===== src/rtl/assert_macros.svh =====
// Assertion macros for the RTL of the I2C master read engine.
// No dependencies; included by files that carry concurrent assertions.
`ifndef ASSERT_MACROS_SVH
`define ASSERT_MACROS_SVH

// Clocked assertion that is switched off while reset is asserted (active low).
`define ASSERT_CLK(lbl, clk, rst_n, prop, msg) \
    lbl: assert property (@(posedge clk) disable iff (!rst_n) (prop)) else $error(msg);

// Clocked assertion that also holds during reset.
`define ASSERT_ALWAYS(lbl, clk, prop, msg) \
    lbl: assert property (@(posedge clk) (prop)) else $error(msg);

`endif


===== src/rtl/i2cmr_pkg.sv =====
// Types and constants of the I2C master read engine.
// No dependencies; imported by i2cmr_engine and i2c_master_read_transaction.
`default_nettype none

package i2cmr_pkg;

    localparam logic [4:0]  MAX_BYTES         = 5'd16;
    localparam logic [7:0]  ADDR_BYTE_RST     = 8'hB5;
    localparam logic [15:0] HALF_PERIOD_RST   = 16'd10;
    localparam logic [7:0]  ACK_TIMEOUT_RST   = 8'd250;

    // Configuration register indexes.
    localparam logic [1:0]  CFG_ADDRESS_BYTE  = 2'd0;
    localparam logic [1:0]  CFG_HALF_PERIOD   = 2'd1;
    localparam logic [1:0]  CFG_ACK_TIMEOUT   = 2'd2;

    // Status codes.
    localparam logic [2:0]  ST_RUN            = 3'd0;
    localparam logic [2:0]  ST_DONE           = 3'd1;
    localparam logic [2:0]  ST_BUSY           = 3'd2;
    localparam logic [2:0]  ST_START_ERR      = 3'd3;
    localparam logic [2:0]  ST_NACK           = 3'd4;

    typedef enum logic [14:0] {
        PH_IDLE     = 15'b000000000000001,
        PH_CHECK    = 15'b000000000000010,
        PH_SDA_LOW  = 15'b000000000000100,
        PH_SCL_LOW  = 15'b000000000001000,
        PH_ADDR_LO  = 15'b000000000010000,
        PH_ADDR_HI  = 15'b000000000100000,
        PH_ACK_LO   = 15'b000000001000000,
        PH_ACK_HI   = 15'b000000010000000,
        PH_RD_LO    = 15'b000000100000000,
        PH_RD_HI    = 15'b000001000000000,
        PH_MACK_LO  = 15'b000010000000000,
        PH_MACK_HI  = 15'b000100000000000,
        PH_STOP_LO  = 15'b001000000000000,
        PH_STOP_HI  = 15'b010000000000000,
        PH_STOP_REL = 15'b100000000000000
    } t_phase;

    typedef struct packed {
        logic [7:0]  address_byte;
        logic [15:0] half_period_ticks;
        logic [7:0]  ack_timeout_ticks;
    } t_cfg;

    typedef struct packed {
        logic       sda_sample;
        logic [4:0] byte_count;
        logic       start_request;
    } t_item;

    typedef struct packed {
        logic [2:0] status;
        logic       last_byte;
        logic       byte_valid;
        logic [7:0] data_byte;
        logic       sda_level;
        logic       scl_level;
    } t_result;

endpackage

`default_nettype wire


===== src/rtl/i2cmr_engine.sv =====
// Bus timing engine: phase register, counters and the per-tick step logic.
// Depends on i2cmr_pkg.
`default_nettype none

module i2cmr_engine
    import i2cmr_pkg::*;
(
    input  wire logic    i_clk,
    input  wire logic    i_rst_n,
    input  wire logic    i_fire,
    input  wire t_item   i_item,
    input  wire t_cfg    i_cfg,
    output t_result      o_result
);

    t_phase      r_phase,   n_phase;
    logic [15:0] r_tick,    n_tick;
    logic [3:0]  r_bit,     n_bit;
    logic [7:0]  r_shift,   n_shift;
    logic [4:0]  r_bytes,   n_bytes;
    logic [7:0]  r_ackw,    n_ackw;

    logic [15:0] w_h;
    logic        w_tick_last;
    logic [15:0] w_tick_adv;
    logic [3:0]  w_bit_inc;
    logic [7:0]  w_rd_shift;
    logic [4:0]  w_bytes_dec;
    logic [4:0]  w_count;
    logic        w_final;

    always_comb begin
        w_h         = (i_cfg.half_period_ticks == 16'd0) ? 16'd1 : i_cfg.half_period_ticks;
        w_tick_last = ({1'b0, r_tick} + 17'd1) >= {1'b0, w_h};
        w_tick_adv  = w_tick_last ? 16'd0 : r_tick + 16'd1;
        w_bit_inc   = r_bit + 4'd1;
        w_rd_shift  = {r_shift[6:0], i_item.sda_sample};
        w_bytes_dec = (r_bytes == 5'd0) ? 5'd0 : r_bytes - 5'd1;
        w_final     = (r_bytes <= 5'd1);
        if (i_item.byte_count == 5'd0) begin
            w_count = 5'd1;
        end else if (i_item.byte_count > MAX_BYTES) begin
            w_count = MAX_BYTES;
        end else begin
            w_count = i_item.byte_count;
        end
    end

    always_comb begin
        n_phase = r_phase;
        n_tick  = r_tick;
        n_bit   = r_bit;
        n_shift = r_shift;
        n_bytes = r_bytes;
        n_ackw  = r_ackw;
        o_result = '{status: ST_RUN, last_byte: 1'b0, byte_valid: 1'b0,
                     data_byte: 8'd0, sda_level: 1'b1, scl_level: 1'b1};

        unique case (r_phase)
            PH_IDLE: begin
                if (i_item.start_request) begin
                    n_bytes = w_count;
                    n_tick  = 16'd0;
                    n_phase = PH_CHECK;
                end
            end
            PH_CHECK: begin
                n_tick = w_tick_adv;
                if (w_tick_last) begin
                    if (!i_item.sda_sample) begin
                        o_result.status = ST_BUSY;
                        n_phase = PH_IDLE;
                    end else begin
                        n_phase = PH_SDA_LOW;
                    end
                end
            end
            PH_SDA_LOW: begin
                o_result.sda_level = 1'b0;
                n_tick = w_tick_adv;
                if (w_tick_last) n_phase = PH_SCL_LOW;
            end
            PH_SCL_LOW: begin
                o_result.scl_level = 1'b0;
                o_result.sda_level = 1'b0;
                n_tick = w_tick_adv;
                if (w_tick_last) begin
                    if (i_item.sda_sample) begin
                        o_result.status = ST_START_ERR;
                        n_phase = PH_IDLE;
                    end else begin
                        n_shift = i_cfg.address_byte;
                        n_bit   = 4'd0;
                        n_phase = PH_ADDR_LO;
                    end
                end
            end
            PH_ADDR_LO: begin
                o_result.scl_level = 1'b0;
                o_result.sda_level = r_shift[7];
                n_tick = w_tick_adv;
                if (w_tick_last) n_phase = PH_ADDR_HI;
            end
            PH_ADDR_HI: begin
                o_result.sda_level = r_shift[7];
                n_tick = w_tick_adv;
                if (w_tick_last) begin
                    n_shift = {r_shift[6:0], 1'b0};
                    n_bit   = w_bit_inc;
                    if (w_bit_inc >= 4'd8) begin
                        n_ackw  = 8'd0;
                        n_phase = PH_ACK_LO;
                    end else begin
                        n_phase = PH_ADDR_LO;
                    end
                end
            end
            PH_ACK_LO: begin
                o_result.scl_level = 1'b0;
                n_tick = w_tick_adv;
                if (w_tick_last) n_phase = PH_ACK_HI;
            end
            PH_ACK_HI: begin
                // Settle for one half period, then poll SDA once per tick.
                if (!w_tick_last) begin
                    n_tick = r_tick + 16'd1;
                end else if (!i_item.sda_sample) begin
                    n_tick  = 16'd0;
                    n_bit   = 4'd0;
                    n_shift = 8'd0;
                    n_phase = PH_RD_LO;
                end else if (r_ackw >= i_cfg.ack_timeout_ticks) begin
                    // The stop steps carry the final status in the bit counter.
                    n_tick  = 16'd0;
                    n_bit   = {1'b0, ST_NACK};
                    n_phase = PH_STOP_LO;
                end else begin
                    n_ackw = r_ackw + 8'd1;
                end
            end
            PH_RD_LO: begin
                o_result.scl_level = 1'b0;
                n_tick = w_tick_adv;
                if (w_tick_last) n_phase = PH_RD_HI;
            end
            PH_RD_HI: begin
                n_tick = w_tick_adv;
                if (w_tick_last) begin
                    n_shift = w_rd_shift;
                    n_bit   = w_bit_inc;
                    if (w_bit_inc >= 4'd8) begin
                        o_result.byte_valid = 1'b1;
                        o_result.data_byte  = w_rd_shift;
                        o_result.last_byte  = w_final;
                        n_phase = PH_MACK_LO;
                    end else begin
                        n_phase = PH_RD_LO;
                    end
                end
            end
            PH_MACK_LO: begin
                o_result.scl_level = 1'b0;
                o_result.sda_level = w_final;
                n_tick = w_tick_adv;
                if (w_tick_last) n_phase = PH_MACK_HI;
            end
            PH_MACK_HI: begin
                o_result.sda_level = w_final;
                n_tick = w_tick_adv;
                if (w_tick_last) begin
                    n_bytes = w_bytes_dec;
                    if (w_bytes_dec == 5'd0) begin
                        n_bit   = {1'b0, ST_DONE};
                        n_phase = PH_STOP_LO;
                    end else begin
                        n_bit   = 4'd0;
                        n_shift = 8'd0;
                        n_phase = PH_RD_LO;
                    end
                end
            end
            PH_STOP_LO: begin
                o_result.scl_level = 1'b0;
                o_result.sda_level = 1'b0;
                n_tick = w_tick_adv;
                if (w_tick_last) n_phase = PH_STOP_HI;
            end
            PH_STOP_HI: begin
                o_result.sda_level = 1'b0;
                n_tick = w_tick_adv;
                if (w_tick_last) n_phase = PH_STOP_REL;
            end
            PH_STOP_REL: begin
                n_tick = w_tick_adv;
                if (w_tick_last) begin
                    o_result.status = r_bit[2:0];
                    n_phase = PH_IDLE;
                end
            end
            default: begin
                n_tick  = 16'd0;
                n_phase = PH_IDLE;
            end
        endcase
    end

    always_ff @(posedge i_clk) begin
        if (!i_rst_n) begin
            r_phase <= PH_IDLE;
            r_tick  <= 16'd0;
            r_bit   <= 4'd0;
            r_shift <= 8'd0;
            r_bytes <= 5'd0;
            r_ackw  <= 8'd0;
        end else if (i_fire) begin
            r_phase <= n_phase;
            r_tick  <= n_tick;
            r_bit   <= n_bit;
            r_shift <= n_shift;
            r_bytes <= n_bytes;
            r_ackw  <= n_ackw;
        end
    end

endmodule

`default_nettype wire


===== src/rtl/i2c_master_read_transaction.sv =====
// I2C master read engine, one bus timing tick per request on the input stream.
// Channels: s_axis carries one tick (start flag, byte count, sampled SDA);
// m_axis returns one result per tick (SCL/SDA drive, received byte, status),
// with tlast marking the final received byte of a transaction. The cfg port
// writes address_byte (index 0), half_period_ticks (1) and ack_timeout_ticks
// (2); writes to other indexes are dropped. Write it only while idle.
// Throughput: one request per clock cycle while the receiver takes results; the
// step logic in i2cmr_engine is combinational between the input register and the result register.
// Each request is held in the input register; its result is presented from the result register.
// A stalled receiver holds the result register; the input register keeps one
// further request and then tready drops until the result is taken.
// Reset (synchronous, active low) empties both registers, returns the engine
// to idle and loads the configuration defaults (0xB5, 10, 250).
`default_nettype none
`include "assert_macros.svh"

module i2c_master_read_transaction
    import i2cmr_pkg::*;
(
    input  wire logic        i_clk,
    input  wire logic        i_rst_n,
    // Input ticks. tdata: [0] start_request, [5:1] byte_count, [6] sda_sample, [7] ignored.
    input  wire logic        i_s_axis_tvalid,
    output logic             o_s_axis_tready,
    input  wire logic [7:0]  i_s_axis_tdata,
    // Results. tdata: [0] scl_level, [1] sda_level, [9:2] data_byte,
    // [10] byte_valid, [13:11] status, [15:14] zero.
    output logic             o_m_axis_tvalid,
    input  wire logic        i_m_axis_tready,
    output logic [15:0]      o_m_axis_tdata,
    output logic             o_m_axis_tlast,
    // Configuration writes.
    input  wire logic        i_cfg_valid,
    output logic             o_cfg_ready,
    input  wire logic [1:0]  i_cfg_index,
    input  wire logic [15:0] i_cfg_data
);

    t_cfg    r_cfg;
    logic    r_in_valid;
    t_item   r_in_item;
    logic    r_out_valid;
    t_result r_out;
    t_result w_result;
    logic    w_advance;
    logic    w_fire;
    logic    w_out_byte;

    assign w_advance       = !r_out_valid || i_m_axis_tready;
    assign w_fire          = r_in_valid && w_advance;
    assign o_s_axis_tready = !r_in_valid || w_advance;
    assign o_cfg_ready     = 1'b1;

    always_ff @(posedge i_clk) begin
        if (!i_rst_n) begin
            r_cfg.address_byte      <= ADDR_BYTE_RST;
            r_cfg.half_period_ticks <= HALF_PERIOD_RST;
            r_cfg.ack_timeout_ticks <= ACK_TIMEOUT_RST;
        end else if (i_cfg_valid) begin
            unique case (i_cfg_index)
                CFG_ADDRESS_BYTE: r_cfg.address_byte      <= i_cfg_data[7:0];
                CFG_HALF_PERIOD:  r_cfg.half_period_ticks <= i_cfg_data;
                CFG_ACK_TIMEOUT:  r_cfg.ack_timeout_ticks <= i_cfg_data[7:0];
                default: ;
            endcase
        end
    end

    always_ff @(posedge i_clk) begin
        if (!i_rst_n) begin
            r_in_valid <= 1'b0;
        end else if (o_s_axis_tready) begin
            r_in_valid <= i_s_axis_tvalid;
        end
    end

    always_ff @(posedge i_clk) begin
        if (o_s_axis_tready && i_s_axis_tvalid) begin
            r_in_item <= t_item'(i_s_axis_tdata[6:0]);
        end
    end

    i2cmr_engine u_engine (
        .i_clk    (i_clk),
        .i_rst_n  (i_rst_n),
        .i_fire   (w_fire),
        .i_item   (r_in_item),
        .i_cfg    (r_cfg),
        .o_result (w_result)
    );

    always_ff @(posedge i_clk) begin
        if (!i_rst_n) begin
            r_out_valid <= 1'b0;
        end else if (w_advance) begin
            r_out_valid <= r_in_valid;
        end
    end

    always_ff @(posedge i_clk) begin
        if (w_fire) begin
            r_out <= w_result;
        end
    end

    assign o_m_axis_tvalid = r_out_valid;
    assign o_m_axis_tdata  = {2'b00, r_out.status, r_out.byte_valid, r_out.data_byte,
                              r_out.sda_level, r_out.scl_level};
    assign o_m_axis_tlast  = r_out.last_byte;

    assign w_out_byte = r_out_valid && r_out.byte_valid;

    `ASSERT_CLK(a_fire_loads_out, i_clk, i_rst_n, w_fire |=> r_out_valid, "result not loaded")
    `ASSERT_CLK(a_in_holds, i_clk, i_rst_n, r_in_valid && !w_advance |=> r_in_valid, "request lost")
    `ASSERT_CLK(a_byte_status, i_clk, i_rst_n, w_out_byte |-> r_out.status == ST_RUN, "byte status")
    `ASSERT_CLK(a_byte_scl_high, i_clk, i_rst_n, w_out_byte |-> r_out.scl_level, "byte with SCL low")

endmodule

`default_nettype wire

===== config.mk =====
export PLATFORM = sky130hd
export DESIGN_NAME = i2c_master_read_transaction
export DESIGN_NICKNAME = d
export VERILOG_FILES = /design/src/rtl/i2cmr_pkg.sv /design/src/rtl/i2cmr_engine.sv /design/src/rtl/i2c_master_read_transaction.sv
export VERILOG_INCLUDE_DIRS = /design/src /design/src/rtl
export SDC_FILE = /design/constraint.sdc
export NUM_CORES = 1
export LEC_CHECK = 0
export BUFFER_PORTS_ARGS = -buffer_cell sky130_fd_sc_hd__buf_4
export CORE_MARGIN = 1
export CORE_UTILIZATION = 55
export CTS_CLUSTER_DIAMETER = 200
export DETAILED_ROUTE_END_ITERATION = 8
export GPL_ROUTABILITY_DRIVEN = 0
export PLACE_DENSITY = 0.74
export SYNTH_ARGS = -nofsm -noshare
export SYNTH_HDL_FRONTEND = slang
export SYNTH_SLANG_ARGS = --single-unit

===== constraint.sdc =====
create_clock -name i_clk -period 4.75 [get_ports i_clk]
set_input_delay 0.95 -clock i_clk [delete_from_list [all_inputs] [get_ports i_clk]]
set_output_delay 0.95 -clock i_clk [all_outputs]
set_load 0.05 [all_outputs]

==> impl_metrics.py, run 1 <==
metrics = {
    "floorplanning": {
        "fp.dieW_um": 107,
        "rows": 38,
        "core-area_um2": 10800,
        "start_util": 0.563,
        "fp.dieH_um": 107,
        "io_pins": 51,
        "dieArea_um2": 11500,
    },
    "routing": {
        "wirelength_um": 14500,
        "vias_per_cell": 6.12,
        "drtIter0Drc": 290,
        "drc": 0,
        "via_count": 5492,
        "routedWlPerCell_um": 16.1,
        "final_antenna_net_count": 0,
        "first_pass_iters": 5,
    },
    "synth": {
        "ys_ff_latch": 112,
        "synth_edf_count": 22,
        "syn-cell-area_um2": 6070,
        "async_flop_share": 0,
        "synthFlopType": "dfxtp_1",
        "synth_cell_type_count": 71,
        "yosys_warnings": 0,
        "yosysSeqAreaShare": 0.405,
        "syn_avg_cell_area_um2": 8.35,
        "synthesis.instances": 727,
    },
    "power": {
        "p_int_mw": 1.28,
        "sequentialPowerShare": 0.562,
        "p_comb_frac": 0.130,
        "swShare": 0.293,
        "vdd_ir_drop_max_mv": 0.215,
        "power_per_cell_area_nw_per_um2": 273,
        "p_sw_mw": 0.531,
        "power.leakage_nw": 2.48,
        "pwr-share-clk": 0.308,
    },
    "finish": {
        "syn_to_final_growth_pct": 9.46,
        "layout_common_cells": "105 x nand2_1, 90 x dfxtp_1, 68 x a21oi_1, 53 x buf_4, 40 x inv_1",
        "layout_commonest_cell": "nand2_1",
        "drive_gt1_frac": 0.111,
        "fin_util": 0.616,
        "antenna_cells": 0,
        "nets": 812,
        "nFillCells": 903,
    },
    "cts": {
        "cts_inserted_buffers": 9,
        "clockBufferDepth": 2,
        "cts_tree": "built",
        "post-cts-setup-buffers": 0,
        "ctsHoldBuffers": 0,
        "clk_latency_ns": 0.40,
        "root_buffer": "clkbuf_8",
        "cts_resized": 0,
        "cts_sinks": 112,
        "cts_max_level": 3,
        "path_clk_slew_ns": 0.10,
    },
    "worst_hold_path": {
        "holdPathStages": 2,
        "hp-class": "reg2reg",
    },
    "worst_setup_path": {
        "worstSetupPathType": "reg2reg",
        "worstReg2RegEnd": "u_engine.r_tick[11]$_SDFFE_PN0P_",
        "rrSetupSlack_ns": 0.52,
        "crit_end": "u_engine.r_tick[11]$_SDFFE_PN0P_",
        "r2r_cells": 15,
        "cp_slowest_cell": "dfxtp_1",
        "start_kind": "register",
        "path_buf_inv": 0,
        "crit_path_max_incr_delay_ns": 0.42,
        "cp.required_ns": 5.06,
        "path_cells": "ha_1, nand3_1, nor2_1, nand4_1, nor2_1, nand3_1, xnor2_1, ha_1, a21oi_1, o41ai_1, a221oi_1, o31a_1, o21a_1, nand3_1, o22ai_1",
        "cp-end-kind": "register",
        "critPathArrivalTime_ns": 4.54,
        "critPathMostFrequentCell": "nand3_1",
        "path_max_fanout": 9,
        "worst-path-stages": 15,
        "startpoint": "u_engine.r_tick[0]$_SDFFE_PN0P_",
        "r2r_start": "u_engine.r_tick[0]$_SDFFE_PN0P_",
        "crit_family": "compound AO/OA/AOI/OAI gates",
    },
    "global_routing": {
        "grt_start_max_net_pins": 36,
        "grt_overflow": 0,
        "grt_pass1_vias": 5049,
        "grt_use_total": 0.265,
        "antenna_found_initial": 0,
        "grt_pass1_wl_um": 24200,
    },
    "timing": {
        "finalSetupViolations": 0,
        "finalHoldViolCount": 0,
        "rsz0062_at_grt": "false",
        "fmax_mhz": 236,
        "period_share": 0.891,
        "worst_pin_slew_ns": 0.950,
        "finalClockSkew_ns": 0.0160,
        "tns_ns": 0,
        "maxSlewViolCount": 0,
        "relSlewSlack": 0.366,
        "finalCriticalPeriod_ns": 4.23,
    },
    "placement": {
        "port_buffers": 46,
        "dp_hpwl_um": 10600,
    },
    "run_status": {
        "status": "finished, final reports clean",
    },
    "flow_run": {
        "maxCapViolCount": 0,
    },
}
-- worst reg2reg max path: stages (launching register included) --
cell and delay, ns:
dfxtp_1 0.42, ha_1 0.26, nand3_1 0.23, nor2_1 0.25, nand4_1 0.17, nor2_1 0.27
nand3_1 0.14, xnor2_1 0.22, ha_1 0.32, a21oi_1 0.19, o41ai_1 0.11, a221oi_1 0.39
o31a_1 0.27, o21a_1 0.31, nand3_1 0.37, o22ai_1 0.28
-- cells by family after synthesis --
kind of cell | share of synthesized area
buffers and inverters | 0.0575
adders and majority gates | 0.0597
DFF | 0.405
other | 0.00124
muxes | 0.00165
and+or+nand+nor | 0.256
xor gates and xnor gates | 0.0245
AOI/OAI and AO/OA | 0.194
-- registers in the layout (all words and copies together) (netlist names) --
name / flops
u_engine.r_tick: 16
r_cfg: 32
o_m_axis_tdata: 14
o_m_axis_tvalid: 1
u_engine.r_ackw: 8
u_engine.r_shift: 8
u_engine.r_phase: 15
r_in_item: 7
r_in_valid: 1
u_engine.r_bytes: 5
u_engine.r_bit: 4
o_m_axis_tlast: 1
-- power by group through the flow --
| stage | logic (mW) | registers [mW] | clock network [mW] |
|---|---|---|---|
| 3_5_place_dp | 0.232 | 1.04 | 0 |
| 5_1_grt | 0.256 | 1.02 | 0.612 |
| 4_1_cts | 0.233 | 1.02 | 0.568 |
| 6_report | 0.235 | 1.02 | 0.559 |
| 2_1_floorplan | 0.145 | 1.05 | 0 |
| 3_3_place_gp | 0.226 | 1.04 | 0 |
-- synthesized netlist by cell type, types with 7 or more instances --
| cell | number | area share |
|---|---|---|
| nand4_1 | 21 | 0.022 |
| nor4_1 | 10 | 0.010 |
| a311oi_1 | 12 | 0.017 |
| o211ai_1 | 9 | 0.011 |
| xor2_1 | 7 | 0.010 |
| inv_1 | 40 | 0.025 |
| and3_1 | 9 | 0.0093 |
| xnor2_1 | 10 | 0.014 |
| buf_2 | 9 | 0.0074 |
| nor2b_1 | 7 | 0.0072 |
| a22oi_1 | 10 | 0.012 |
| ha_1 | 29 | 0.060 |
| dfxtp_1 | 90 | 0.30 |
| and2_1 | 9 | 0.0093 |
| a21oi_1 | 68 | 0.056 |
| edfxtp_1 | 22 | 0.11 |
| nor2_1 | 36 | 0.022 |
| nand3_1 | 37 | 0.030 |
| clkbuf_1 | 24 | 0.015 |
| nand2_1 | 105 | 0.065 |
| a31oi_1 | 10 | 0.010 |
| or3_1 | 12 | 0.012 |
| nor3_1 | 16 | 0.013 |
| o21ai_0 | 28 | 0.023 |
| nand2b_1 | 7 | 0.0072 |
| o22ai_1 | 10 | 0.010 |
-- stage by stage --
step / std cells / hold slack [ns] / area [um^2] / worst slack (ns) / power (mW)
after floorplan: 728 / 0.436 / 6080 / 1.20 / 1.20
after global placement: 881 / 0.448 / 6450 / 0.677 / 1.27
after detailed placement: 881 / 0.454 / 6450 / 0.577 / 1.27
after CTS: 897 / 0.468 / 6650 / 0.559 / 1.82
after global routing: 897 / 0.482 / 6650 / 0.0163 / 1.89
final: 897 / 0.465 / 6650 / 0.519 / 1.81
-- routing by layer --
| metal | up-vias | global-route usage | wire (um) |
|---|---|---|---|
| met4 | 0 | 0.108 | 396 |
| met3 | 34 | 0.0541 | 916 |
| met5 | - | 0 | 0 |
| met2 | 202 | 0.436 | 6950 |
| met1 | 2567 | 0.337 | 6200 |
| li1 | 2689 | - | - |
-- final cells by class --
cell class | count | area (um^2) | share of cell area
multi-input cells | 535 | 3270 | 0.491
flip-flops and latches | 112 | 2460 | 0.370
repair buffers | 53 | 398 | 0.0599
well taps | 140 | 175 | 0.0264
inverters | 41 | 154 | 0.0232
clock buffers | 9 | 124 | 0.0186
clock inverters | 7 | 68.8 | 0.0104
-- how the worst min path moves through the flow --
stage | start | end | slack, ns
global route | r_cfg[25]$_SDFFE_PN0P_ | r_cfg[25]$_SDFFE_PN0P_ | 0.48
finish | r_cfg[2]$_SDFFE_PN0P_ | r_cfg[2]$_SDFFE_PN0P_ | 0.47
global placement | r_cfg[2]$_SDFFE_PN0P_ | r_cfg[2]$_SDFFE_PN0P_ | 0.45
floorplan | r_cfg[25]$_SDFFE_PN0P_ | r_cfg[25]$_SDFFE_PN0P_ | 0.44
detailed placement | r_cfg[2]$_SDFFE_PN0P_ | r_cfg[2]$_SDFFE_PN0P_ | 0.45
CTS | r_cfg[2]$_SDFFE_PN0P_ | r_cfg[2]$_SDFFE_PN0P_ | 0.47
No activity file was read; power rests on OpenSTA's default activity.
==> run 2: changes to the inputs <==
Settings changed: PLACE_DENSITY 0.74 to unset, PLACE_DENSITY_LB_ADDON set to 0.08, RECOVER_POWER set to 100.
Clock period 4.75 ns to 4.67 ns, I/O delays scaled along.
==> run 2 against run 1 <==
Against the previous run:
- the flow now finishes with violations (max-capacitance violations, max-slew violations)
- clock-buffer cell count is 2 higher
- die area stayed put
- design area is 1.7% lower
==> impl_metrics.py, run 2 (same netlist as run 1, synthesis figures left out) <==
metrics = {
    "floorplanning": {
        "core-area_um2": 10800,
        "fp.dieH_um": 107,
        "rows": 38,
        "start_util": 0.563,
        "fp.dieW_um": 107,
        "io_pins": 51,
        "dieArea_um2": 11500,
    },
    "worst_setup_path": {
        "rrSetupSlack_ns": 0.48,
        "critPathArrivalTime_ns": 4.46,
        "path_max_fanout": 16,
        "worstReg2RegEnd": "u_engine.r_tick[12]$_SDFFE_PN0P_",
        "start_kind": "register",
        "path_cells": "ha_1, nand3_1, nor2_1, nand4_1, nor2_1, nand3_1, xnor2_1, ha_1, a41oi_1, o31ai_1, a221oi_1, o31a_1, buf_4, o22ai_1, clkbuf_2, a31oi_1, o22ai_1",
        "worstSetupPathType": "reg2reg",
        "r2r_cells": 17,
        "path_buf_inv": 2,
        "cp.required_ns": 4.94,
        "cp_slowest_cell": "dfxtp_1",
        "crit_path_max_incr_delay_ns": 0.42,
        "crit_family": "compound AO/OA/AOI/OAI gates",
        "cp-end-kind": "register",
        "r2r_start": "u_engine.r_tick[0]$_SDFFE_PN0P_",
    },
    "timing": {
        "relSlewSlack": -0.0536,
        "tns_ns": 0,
        "finalHoldViolCount": 0,
        "maxSlewViolCount": 43,
        "finalClockSkew_ns": 0.00737,
        "finalSetupViolations": 0,
        "fmax_mhz": 239,
        "period_share": 0.897,
        "worst_pin_slew_ns": 1.58,
        "fin_ws_ns": 0.482,
        "rsz0062_at_grt": "false",
        "finalCriticalPeriod_ns": 4.19,
    },
    "global_routing": {
        "antenna_found_initial": 0,
        "grt_start_max_net_pins": 36,
        "grt_pass1_wl_um": 24100,
        "grt_pass1_vias": 4890,
        "grt_use_total": 0.269,
        "grt_overflow": 0,
    },
    "worst_hold_path": {
        "min_to": "r_cfg[2]$_SDFFE_PN0P_",
        "hp-class": "reg2reg",
        "holdPathStages": 2,
        "min_from": "r_cfg[2]$_SDFFE_PN0P_",
    },
    "finish": {
        "nets": 812,
        "regMostFlops": "r_cfg",
        "final_cells": 896,
        "antenna_cells": 0,
        "layout_common_cells": "105 x nand2_1, 90 x dfxtp_1, 68 x a21oi_1, 40 x inv_1, 37 x nand3_1",
        "fin_util": 0.606,
        "reg_top3": "r_cfg (32), u_engine.r_tick (16), u_engine.r_phase (15)",
        "drive_gt1_frac": 0.0807,
        "layout_commonest_cell": "nand2_1",
        "largest_reg_flops": 32,
        "syn_to_final_growth_pct": 7.64,
    },
    "cts": {
        "root_buffer": "clkbuf_8",
        "ctsHoldBuffers": 0,
        "cts_sinks": 112,
        "post-cts-setup-buffers": 0,
        "cts_max_level": 3,
        "clk_latency_ns": 0.39,
        "cts_inserted_buffers": 9,
        "cts_tree": "built",
        "path_clk_slew_ns": 0.10,
        "clockBufferDepth": 2,
        "cts_resized": 0,
    },
    "power": {
        "power_per_cell_area_nw_per_um2": 275,
        "power.leakage_nw": 2.40,
        "vdd_ir_drop_max_mv": 0.187,
    },
    "routing": {
        "routedWlPerCell_um": 16.6,
        "vias_per_cell": 6.17,
        "via_count": 5525,
        "drc": 0,
        "wirelength_um": 14900,
        "first_pass_iters": 8,
        "drtIter0Drc": 352,
        "final_antenna_net_count": 0,
    },
    "flow_run": {
        "maxCapViolCount": 2,
    },
    "placement": {
        "dp_hpwl_um": 10700,
        "port_buffers": 46,
        "dp.cells": 881,
        "place_ws_ns": 0.449,
    },
    "run_status": {
        "violations": "max-capacitance violations, max-slew violations",
        "status": "finished, violations left",
    },
}
-- run 2: cell count changes in the layout (fill, tap and decap cells not counted), sizes merged --
| cell | previous run | this run |
|---|---|---|
| clkbuf | 9 | 41 |
| inv | 44 | 41 |
| buf | 53 | 23 |
-- run 2: metrics by stage --
step / area, um^2 / total power [mW] / hold WS, ns
after floorplan: 6080 / 1.22 / 0.436
after global placement: 6450 / 1.29 / 0.452
after detailed placement: 6450 / 1.29 / 0.448
after CTS: 6620 / 1.82 / 0.463
after global routing: 6540 / 1.88 / 0.489
final: 6540 / 1.80 / 0.465
-- run 2: layout make-up --
class,instances,area (um^2)
fillers,980,4260
multi-input cells,535,3260
flip-flops and latches,112,2460
repair buffers,53,319
well taps,140,175
inverters,41,154
clock buffers,11,131
clock inverters,4,32.5
-- run 2: how the worst max path moves through the flow --
stage / from / endpoint / slack [ns] / depth (start not counted)
6_report: u_engine.r_tick[0]$_SDFFE_PN0P_ / u_engine.r_tick[12]$_SDFFE_PN0P_ / 0.48 / 17
5_1_grt: u_engine.r_tick[0]$_SDFFE_PN0P_ / u_engine.r_tick[4]$_SDFFE_PN0P_ / 0.07 / 17
4_1_cts: u_engine.r_tick[0]$_SDFFE_PN0P_ / u_engine.r_shift[4]$_SDFFE_PN0P_ / 0.40 / 13
3_5_place_dp: u_engine.r_tick[0]$_SDFFE_PN0P_ / u_engine.r_shift[4]$_SDFFE_PN0P_ / 0.45 / 13
3_3_place_gp: u_engine.r_tick[0]$_SDFFE_PN0P_ / u_engine.r_shift[3]$_SDFFE_PN0P_ / 0.59 / 13
2_1_floorplan: u_engine.r_tick[0]$_SDFFE_PN0P_ / u_engine.r_tick[11]$_SDFFE_PN0P_ / 1.12 / 16
-- run 2: power by group --
group | switching (mW) | total [mW] | internal (mW)
Combinational | 0.159 | 0.232 | 0.0733
Sequential | 0.0238 | 1.04 | 1.01
Clock | 0.336 | 0.531 | 0.195
-- run 2: metal layers --
metal,part of all wire,track usage,up-vias
li1,-,-,2693
met1,0.45,0.348,2615
met2,0.47,0.437,175
met3,0.049,0.0365,42
met4,0.034,0.139,0
met5,0,0,-
-- run 2: worst register-to-register path, delay by kind of cell, from the launching register on --
kind | cells | cell delay, ns
compound gates | 7 | 1.35
flops | 1 | 0.42
xor+xnor | 1 | 0.23
simple gates | 5 | 1.05
buf+inv | 2 | 0.44
fa+ha+maj | 2 | 0.56
==> run 3: changes to the inputs <==
Settings changed: CELL_PAD_IN_SITES_DETAIL_PLACEMENT set to 1, CELL_PAD_IN_SITES_GLOBAL_PLACEMENT set to 1, CORE_UTILIZATION 55 to 45.
==> run 3 against run 2 <==
Against the previous run:
- the flow still finishes with violations (max-capacitance violations, max-slew violations)
- design area increased by 2.4%
- die area up 22%
- setup slack got worse by 0.099 ns
- via count rose by 0.96%
- wire length up 15%
- global-route usage down 1.5 points
- first-iteration DRC count down 12%
- sequential share of layout area decreased by 0.87 points
- clock-buffer cell count shrank 2
- core utilization shrank 9.8 points
- critical path type unchanged
- critical endpoint is now u_engine.r_tick[14]$_SDFFE_PN0P_
==> impl_metrics.py, run 3 (same netlist as run 1, synthesis figures left out) <==
metrics = {
    "run_status": {
        "status": "finished, violations left",
        "violations": "max-capacitance violations, max-slew violations",
    },
    "timing": {
        "rsz0062_at_grt": "false",
        "finalClockSkew_ns": 0.0123,
        "finalCriticalPeriod_ns": 4.29,
        "hold_ws_ns": 0.458,
        "fmax_mhz": 233,
        "fin_ws_ns": 0.383,
        "relSlewSlack": -0.225,
        "maxSlewViolCount": 47,
        "finalHoldViolCount": 0,
        "finalSetupViolations": 0,
        "period_share": 0.918,
        "worst_pin_slew_ns": 1.84,
        "tns_ns": 0,
    },
    "power": {
        "power_per_cell_area_nw_per_um2": 304,
        "pwr-share-clk": 0.372,
        "p_comb_frac": 0.118,
        "swShare": 0.284,
        "sequentialPowerShare": 0.510,
        "power.leakage_nw": 2.44,
        "total_power_mw": 2.03,
        "vdd_ir_drop_max_mv": 0.180,
        "p_sw_mw": 0.578,
        "p_int_mw": 1.46,
    },
    "worst_setup_path": {
        "path_max_fanout": 14,
        "path_buf_inv": 1,
        "path_cells": "ha_1, nand3_1, nor2_1, nand4_1, nor2_1, nand3_1, xnor2_1, ha_1, a41oi_1, o31ai_1, a221oi_1, o31a_1, o21a_1, clkbuf_2, and3_1, a22o_1",
        "cp-end-kind": "register",
        "start_kind": "register",
        "cp_slowest_cell": "dfxtp_1",
        "crit_family": "compound AO/OA/AOI/OAI gates",
        "cp.required_ns": 4.97,
        "crit_path_max_incr_delay_ns": 0.43,
        "worstSetupPathType": "reg2reg",
        "critPathArrivalTime_ns": 4.59,
    },
    "global_routing": {
        "antenna_found_initial": 0,
        "grt_use_total": 0.254,
        "grt_use_met1": 0.306,
        "use_met2": 0.451,
        "grt-busiest-layer": "met2",
        "grt_overflow": 0,
        "grt_pass1_wl_um": 28200,
        "grt_pass1_vias": 5639,
        "grt_start_max_net_pins": 36,
        "met3_usage": 0.0309,
    },
    "floorplanning": {
        "fp.dieW_um": 118,
        "start_util": 0.460,
        "core-area_um2": 13200,
        "rows": 42,
        "fp.dieH_um": 118,
        "io_pins": 51,
        "dieArea_um2": 14000,
    },
    "placement": {
        "port_buffers": 46,
        "dpl-instance-area_um2": 6510,
        "place_ws_ns": 0.505,
        "dp_hpwl_um": 12600,
    },
    "routing": {
        "via_count": 5578,
        "routedWlPerCell_um": 18.4,
        "wirelength_um": 17100,
        "drc": 0,
        "drtIter0Drc": 311,
        "first_pass_iters": 4,
        "vias_per_cell": 5.97,
        "final_antenna_net_count": 0,
    },
    "finish": {
        "largest_reg_flops": 32,
        "drive_gt1_frac": 0.0831,
        "antenna_cells": 0,
        "final_cell_area_um2": 6690,
        "reg_top3": "r_cfg (32), u_engine.r_tick (16), u_engine.r_phase (15)",
        "nFillCells": 1601,
        "layout_common_cells": "105 x nand2_1, 90 x dfxtp_1, 68 x a21oi_1, 40 x inv_1, 37 x nand3_1",
        "regMostFlops": "r_cfg",
        "syn_to_final_growth_pct": 10.2,
        "nets": 813,
        "layout_commonest_cell": "nand2_1",
    },
    "cts": {
        "clockBufferDepth": 2,
        "clk_latency_ns": 0.36,
        "ctsHoldBuffers": 0,
        "cts_sinks": 112,
        "post-cts-setup-buffers": 0,
        "path_clk_slew_ns": 0.08,
        "cts_inserted_buffers": 9,
        "cts_tree": "built",
        "root_buffer": "clkbuf_16",
        "cts_resized": 0,
        "cts_max_level": 3,
    },
    "flow_run": {
        "maxCapViolCount": 2,
    },
    "worst_hold_path": {
        "hp-class": "reg2reg",
    },
}
## run 3: area by class of cell
type / count / area [um^2] / share of cell area
Timing Repair Buffer: 54 / 327 / 0.0488
Clock buffer: 9 / 225 / 0.0337
Sequential cell: 112 / 2460 / 0.368
Tap cell: 176 / 220 / 0.0329
Inverter: 41 / 154 / 0.0230
Multi-Input combinational cell: 535 / 3250 / 0.486
Clock inverter: 7 / 52.6 / 0.00785
## run 3: worst paths after layout
check                                endpoint  depth (start not counted)                       startpoint  slack (ns)
max          u_engine.r_tick[14]$_SDFFE_PN0P_                         16  u_engine.r_tick[0]$_SDFFE_PN0P_        0.38
min                     r_cfg[2]$_SDFFE_PN0P_                          2            r_cfg[2]$_SDFFE_PN0P_        0.46
max reg2reg  u_engine.r_tick[14]$_SDFFE_PN0P_                         16  u_engine.r_tick[0]$_SDFFE_PN0P_        0.38
min reg2reg             r_cfg[2]$_SDFFE_PN0P_                          2            r_cfg[2]$_SDFFE_PN0P_        0.46
## run 3: worst register-to-register path, stage by stage (launching register included)
cell and delay (ns):
dfxtp_1 0.43, ha_1 0.26, nand3_1 0.12, nor2_1 0.21, nand4_1 0.17, nor2_1 0.29
nand3_1 0.15, xnor2_1 0.21, ha_1 0.30, a41oi_1 0.21, o31ai_1 0.11, a221oi_1 0.31
o31a_1 0.28, o21a_1 0.39, clkbuf_2 0.40, and3_1 0.24, a22o_1 0.13
## run 3: stage by stage
step,cells,utilization
after floorplan,728,-
after global placement,918,0.493
after detailed placement,918,0.493
after CTS,934,0.514
after global routing,934,0.507
final,934,0.507
## run 3: routing by layer
layer  share of wire  vias up
li1                -     2687
met1            0.44     2732
met2            0.50      126
met3           0.032       33
met4           0.027        0
met5               0        -
## run 3: power by group through the flow
stage | Clock [mW] | Sequential, mW | Combinational [mW]
finish | 0.757 | 1.04 | 0.239
global route | 0.802 | 1.04 | 0.263
CTS | 0.768 | 1.04 | 0.248
detailed placement | 0 | 1.06 | 0.245
global placement | 0 | 1.06 | 0.235
floorplan | 0 | 1.07 | 0.147
